[config.mk]
export PLATFORM = sky130hd
export DESIGN_NAME = prti_div
export DESIGN_NICKNAME = d
export VERILOG_FILES = /design/src/prti_pkg.sv /design/src/prti_div.sv
export SDC_FILE = /design/constraint.sdc
export NUM_CORES = 1
export LEC_CHECK = 0
export BUFFER_PORTS_ARGS = -buffer_cell sky130_fd_sc_hd__buf_2
export CAP_MARGIN = 30
export CORE_ASPECT_RATIO = 1.5
export CORE_UTILIZATION = 56
export DETAILED_ROUTE_END_ITERATION = 8
export GPL_ROUTABILITY_DRIVEN = 0
export HOLD_SLACK_MARGIN = 0.03
export PLACE_DENSITY = 0.82
export SLEW_MARGIN = 15
export SYNTH_ARGS = -nofsm -noshare
export SYNTH_HDL_FRONTEND = slang
export SYNTH_SLANG_ARGS = --single-unit
[constraint.sdc]
create_clock -name clk -period 9.7 [get_ports clk]
set_clock_uncertainty 0.05 [all_clocks]
set_input_delay 1.455 -clock clk [delete_from_list [all_inputs] [get_ports clk]]
set_output_delay 1.455 -clock clk [all_outputs]
set_load 0.1 [all_outputs]
[src/prti_pkg.sv]
package prti_pkg;

  localparam int POS_W  = 48;
  localparam int RATE_W = 32;
  localparam int TGT_W  = 64;
  localparam int ANS_W  = 64;
  localparam int ACC_W  = 128;
  localparam int ENT_W  = POS_W + RATE_W;

  localparam int DEF_MAX_SEGMENTS = 64;
  localparam int DEF_FRAC_BITS    = 16;

  localparam logic [2:0] FN_CLEAR  = 3'd0;
  localparam logic [2:0] FN_APPEND = 3'd1;
  localparam logic [2:0] FN_INTEG  = 3'd2;
  localparam logic [2:0] FN_INVERT = 3'd3;
  localparam logic [2:0] FN_RATE   = 3'd4;

  localparam logic [2:0] ST_OK    = 3'd0;
  localparam logic [2:0] ST_EMPTY = 3'd1;
  localparam logic [2:0] ST_FULL  = 3'd2;
  localparam logic [2:0] ST_ORDER = 3'd3;
  localparam logic [2:0] ST_SAT   = 3'd4;

  typedef struct packed {
    logic                    sat;
    logic [ANS_W-1:0]        val;
  } sat_res_t;

  function automatic sat_res_t sat64(input logic signed [ACC_W-1:0] v);
    sat_res_t r;
    if ((&v[ACC_W-1:ANS_W-1]) || !(|v[ACC_W-1:ANS_W-1])) begin
      r.sat = 1'b0;
      r.val = v[ANS_W-1:0];
    end else begin
      r.sat = 1'b1;
      r.val = v[ACC_W-1] ? {1'b1, {(ANS_W-1){1'b0}}} : {1'b0, {(ANS_W-1){1'b1}}};
    end
    return r;
  endfunction

endpackage

[src/prti_div.sv]
module prti_div
  import prti_pkg::*;
(
  input  logic                     clk,
  input  logic                     rst_n,
  input  logic                     go,
  input  logic signed [ACC_W-1:0]  dividend,
  input  logic signed [RATE_W-1:0] divisor,
  output logic                     done,
  output logic [ACC_W-1:0]         quotient
);

  localparam int SW = $clog2(ACC_W);

  logic              busy_r;
  logic              done_r;
  logic [SW-1:0]     cnt_r;
  logic [ACC_W-1:0]  dq_r;
  logic [RATE_W-1:0] rem_r;
  logic [RATE_W-1:0] dvs_r;
  logic [RATE_W:0]   trial;
  logic              fits;

  assign trial = {rem_r, dq_r[ACC_W-1]};
  assign fits  = trial >= {1'b0, dvs_r};

  always_ff @(posedge clk) begin
    if (!rst_n) begin
      busy_r <= 1'b0;
      done_r <= 1'b0;
      cnt_r  <= '0;
    end else begin
      done_r <= 1'b0;
      if (go) begin
        busy_r <= 1'b1;
        cnt_r  <= '0;
        dq_r   <= dividend[ACC_W-1] ? ACC_W'(-dividend) : ACC_W'(dividend);
        dvs_r  <= divisor[RATE_W-1] ? RATE_W'(-divisor) : RATE_W'(divisor);
        rem_r  <= '0;
      end else if (busy_r) begin
        rem_r <= fits ? RATE_W'(trial - {1'b0, dvs_r}) : trial[RATE_W-1:0];
        dq_r  <= {dq_r[ACC_W-2:0], fits};
        cnt_r <= cnt_r + 1'b1;
        if (&cnt_r) begin
          busy_r <= 1'b0;
          done_r <= 1'b1;
        end
      end
    end
  end

  assign done     = done_r;
  assign quotient = dq_r;

endmodule

Yosys cells after proc, flatten, opt, wreduce, memory -nomap -nowiden
Cells that the tools add are included.
- input port bits: 163
- register bits after elaboration: 201
- bitwise operators: 2
- reduce and logical (&&, ||, !) cells: 6
- $lt $le $gt $ge: 1
- muxes and demuxes: 10
- add/subtract/negate cells: 4
- operator list (cell ; number):
    2-to-1 mux 128 bit ; 3
    negation 128 bit ; 1
    2-to-1 mux 32 bit ; 2
    >= comparator 33 x 32 -> 1 bit ; 1
    negation 32 bit ; 1
    subtractor 32 bit ; 1
    2-to-1 mux 31 bit ; 1
    adder 7 x 1 -> 7 bit (second input constant) ; 1
    AND reduction 7 bit ; 1
    2-to-1 mux 1 bit ; 4
    AND reduction 2 bit ; 2
    OR reduction 3 bit ; 1
    inverter 1 bit ; 2
    nonzero test 2 bit ; 1
    OR reduction 2 bit ; 1

Depth between registers and ports, before layout
- word-level depth: 4
- mapped depth: 12

Worst setup path before layout
OpenSTA, ideal clock, no wires.
- kind: input port to flip-flop
- start point: in go
- end point: reg busy_r
- data required time: 9.576 ns
- cell stages on the path: 4
- arrival: 6.200 ns
- slack: 3.377 ns
- buffers on the path: 2
- cell sequence: clkbuf_1 > buf_1 > o21a_1 > o41a_1
- longest elaborated chain between the ends: 1
- RTL lines (what ; RTL line ; text):
    start: declaration ; prti_div.sv:6 ; input logic go,
    2-to-1 mux 1 bit ; prti_div.sv:34 ; if (go) begin
    end signal: assignment ; prti_div.sv:29 ; busy_r <= 1'b0;
    end signal: assignment ; prti_div.sv:35 ; busy_r <= 1'b1;
    end signal: assignment ; prti_div.sv:45 ; busy_r <= 1'b0;
    end: declaration ; prti_div.sv:15 ; logic busy_r;
No other way between the ends.
A chain may end at the register's enable or synchronous reset.

Worst setup path after layout
- start point: in dividend[10]
- end point: reg dq_r[116] (netlist: quotient[116]) (data pin)
- longest elaborated chain between the ends: 3
- RTL lines (what ; RTL line ; text):
    start: declaration ; prti_div.sv:7 ; input logic signed [ACC_W-1:0] dividend,
    negation 128 bit ; prti_div.sv:37 ; dq_r <= dividend[ACC_W-1] ? ACC_W'(-dividend) : ACC_W'(dividend);
    2-to-1 mux 128 bit ; prti_div.sv:37 ;
    2-to-1 mux 128 bit ; prti_div.sv:34 ;
    end signal: assignment ; prti_div.sv:37 ;
    end signal: assignment ; prti_div.sv:42 ; dq_r <= {dq_r[ACC_W-2:0], fits};
    end: declaration ; prti_div.sv:18 ; logic [ACC_W-1:0] dq_r;
No other way between the ends.

==> run summary <==
The number of cell instances on the worst register-to-register path is 10, and the detailed-route DRC error count is 0. The final critical-path share of the clock period was 49.6%; the buffer levels on the longest clock path was 3. The tools report the initial antenna violation count as 8. The number of clock buffers added by TritonCTS is 21. Total count of max-transition violations in the final report: 0.

The post-CTS resize count was 0; the floorplan die height was 193 um. Compared with the post-synthesis result, the final layout area differs by 17.4%. CTS placed an instance of sky130_fd_sc_hd__clkbuf_16 at the clock tree root.

In this run, synthesis produced a sequential element count of 201. After synthesis, the share of flip-flops with an asynchronous set or reset is 0%. Summing the sequential cell areas from Yosys gives 43.7% of the chip area.

Sort of element at the end of the critical path: a flop. Hold repair after CTS inserted 0 buffers. Dividing the detail-routed via count by the number of cells gives 6.11.

The top-level I/O count was 292; the combined flip-flop and latch cell area was 0.00595 mm^2. The placed instances occupy a cell area of 0.0153 mm^2. The yosys synthesis warning count was 0; the number of filler cells placed in the layout was 1,880.

For this design the ratio of total power to cell area is 174 mW/mm^2. Classification of the worst setup path: input port to flop. In this run the worst setup path begins at dividend[10]. In the final layout, the multi-input gates occupy 0.00721 mm^2. The starting utilization of the core area came out at 57.3%.

The worst path meets setup with 4890 ps of slack. TritonCTS built the clock tree. The average wire per standard cell is 20.2 um. Leaving out fill and tap cells, the most frequent cells in the layout are 289 x sky130_fd_sc_hd__buf_2, 192 x sky130_fd_sc_hd__edfxtp_1, 189 x sky130_fd_sc_hd__nor2_1. The most used flip-flop cell after synthesis is sky130_fd_sc_hd__edfxtp_1.

Input and output buffers added on the ports amount to 291. Detailed placement finished with a half-perimeter wire length of 30,800 um. The fraction of layout instances using a drive strength above 1 is 22.3%, and the antenna violation net count after detailed routing is 0. For the hold violation total from the final report, the log shows 0. The worst setup path is launched from an input port. The tools report the gate count of the mapped netlist as 1,432. The worst register-to-register path ends at rem_r[22]. The tightest min-delay check is of the flop to flop type. The net count after synthesis came out at 1,631.

The startpoint identified for the worst hold timing path is cnt_r[6]. After floorplanning, the core was divided into 69 placement rows. Overall power consumption after layout is estimated at 2.77 mW. In the global route stage, met2 resource usage came out at 58.7%.

The global routing's busiest layer was met2. The number of sinks handled by clock tree synthesis was 201; the aggregate global routing overflow was 0. Measured against its own limit, the worst slew margin works out to 34.1%. The mapped netlist covers 0.0136 mm^2. The tools report the number of global-route vias before repair as 12,151. The highest net fanout along the worst path was 11. For the pin with the worst max-slew slack, the measured transition is 989 ps. The tools report the placeable core area as 0.0237 mm^2. Based on the critical path, the design can be clocked at up to 0.208 GHz.

The post-CTS setup buffer count is 0. The analysis attributes to cell leakage a power of 6.25 nW. The detailed router finished its first iteration with 986 violations.

Setup repair after global routing left no endpoint under its margin. The tools report the highest ir drop seen on vdd as 145 uV. After clock tree synthesis, the clock-pin slew on the worst setup and hold paths is 60 ps.

The first global-routing pass estimated 61,900 um of wire. The tools report the sum of negative setup slack as 0 ps. The run finished with clean final reports. The worst-skew pair later-pin latency is 510 ps. For met1 alone, demand over resource in global routing was 34.0%. In this run the mean area of a mapped cell was 9.50 um^2. Global routing used 6.74% of the available met3 tracks. The first detailed-routing pass took 5 iterations. The synthesized design contains 192 enable-type register cells. The most frequent standard cell in the layout excluding fill and tap cells was sky130_fd_sc_hd__buf_2. Capture point of the critical path: quotient[116].

The critical path data arrival time is 5010 ps, and the largest net degree at the start of global routing is 96. The logs give 4490 ps for the setup slack at placement and 67.3% for the utilization after layout. The width of the die was 129 um; the count of maximum capacitance violations was 0. Setup violations remaining at the end of the flow were counted as 0. Global routing consumed, over all layers together, 32.3% of the routing resources. Summing over every cut layer, the via total after detailed routing is 12,367. The floorplan step defined a die boundary enclosing 0.0249 mm^2. In this run the critical register-to-register path is launched from rem_r[10]. The H-tree depth was 1. For the finished layout, the period the worst path requires is 4810 ps.

The final standard cell area without fillers came out at 0.0160 mm^2. At the worst endpoint, the required time is 9900 ps. After detailed routing, the total wire length is 40,900 um. The final layout net count came out at 1,883. The tools report the number of distinct library cell variants in the gate-level netlist after synthesis as 68.

For the register-to-register setup slack, the log shows 6090 ps.
-- cell families (layout without fill, tap and decap cells) --
kind of cell / count (synthesis) / in the layout / share of synthesized area, %
AOI/OAI and AO/OA: 354 / 354 / 16.2
muxes: 34 / 34 / 2.60
and+or+nand+nor: 500 / 500 / 18.7
DFF: 201 / 201 / 43.7
adders and majority gates: 36 / 36 / 3.37
xor gates and xnor gates: 186 / 186 / 12.0
other: 0 / 6 / 0
buffers and inverters: 121 / 388 / 3.42
-- area by class of cell --
class,count,area share (%)
Tap cell,319,2.50
Clock buffer,25,3.38
Multi-Input combinational cell,1110,45.2
Inverter,53,1.25
Antenna cell,6,0.0940
Sequential cell,201,37.2
Timing Repair Buffer,297,9.47
Clock inverter,13,0.901
-- registers in the layout, indices dropped and copies added (netlist names) --
register / flops
done: 1
dvs_r: 32
cnt_r: 7
busy_r: 1
quotient: 128
rem_r: 32
-- metrics by stage --
step | instances | hold WS [ps]
2_1_floorplan | 1432 | 393
3_3_place_gp | 1980 | 417
3_5_place_dp | 1980 | 427
4_1_cts | 2018 | 438
5_1_grt | 2022 | 463
6_report | 2024 | 438
-- worst max-delay path: stages --
cell and delay (ps):
sky130_fd_sc_hd__buf_2 120, sky130_fd_sc_hd__or4_1 590, sky130_fd_sc_hd__nor2_1 350, sky130_fd_sc_hd__nand4_1 560
sky130_fd_sc_hd__o41ai_1 940, sky130_fd_sc_hd__and3_1 370, sky130_fd_sc_hd__o21ai_0 160, sky130_fd_sc_hd__xor2_1 180
sky130_fd_sc_hd__mux2_2 280
-- worst min path at each step --
stage               slack (ps)  depth (start not counted)  endpoint
floorplan                  390                          2      done
finish                     440                          2  cnt_r[6]
global route               460                          2  cnt_r[6]
detailed placement         430                          2  cnt_r[5]
CTS                        440                          2  cnt_r[5]
global placement           420                          2  cnt_r[6]
-- synth_stat cells, drive strengths merged, types with 2 or more instances --
| library cell | n | area (um^2) |
|---|---|---|
| edfxtp | 192 | 5770 |
| nor2 | 189 | 709 |
| a21oi | 147 | 736 |
| xor2 | 135 | 1180 |
| nand2 | 93 | 352 |
| o21ai | 83 | 415 |
| clkbuf | 62 | 233 |
| inv | 53 | 199 |
| xnor2 | 51 | 447 |
| o31ai | 41 | 308 |
| nand3 | 36 | 193 |
| ha | 35 | 438 |
| nor3 | 33 | 170 |
| o41ai | 33 | 353 |
| or4 | 32 | 259 |
| mux2i | 23 | 230 |
| nand4 | 21 | 131 |
| nor4 | 20 | 189 |
| or3 | 19 | 124 |
| a21o | 12 | 90.1 |
| mux2 | 11 | 124 |
| or2 | 11 | 68.8 |
| dfxtp | 9 | 180 |
| nand2b | 9 | 56.3 |
| and2 | 7 | 43.8 |
| buf | 6 | 33.8 |
| o21a | 6 | 45.0 |
| a211oi | 5 | 37.5 |
| and3 | 5 | 31.3 |
| nor2b | 5 | 31.3 |
| a21boi | 4 | 33.8 |
| a31oi | 4 | 25.0 |
| nand3b | 4 | 30.0 |
| o211ai | 4 | 30.0 |
| o21bai | 4 | 30.0 |
| or4b | 4 | 40.0 |
| and4 | 3 | 26.3 |
| nand4b | 3 | 26.3 |
| nor4b | 3 | 41.3 |
| a31o | 2 | 17.5 |
-- where the power goes --
| group | switching (mW) | internal (mW) |
|---|---|---|
| Clock | 0.354 | 0.479 |
| Sequential | 0.0399 | 1.04 |
| Combinational | 0.614 | 0.243 |
| Total | 1.01 | 1.77 |
-- per-layer routing --
layer,wire [um],vias up
met5,28,-
met4,2330,4
met3,3160,160
met2,21300,573
met1,14100,5845
li1,-,5785
No activity file was read; power rests on OpenSTA's default activity.
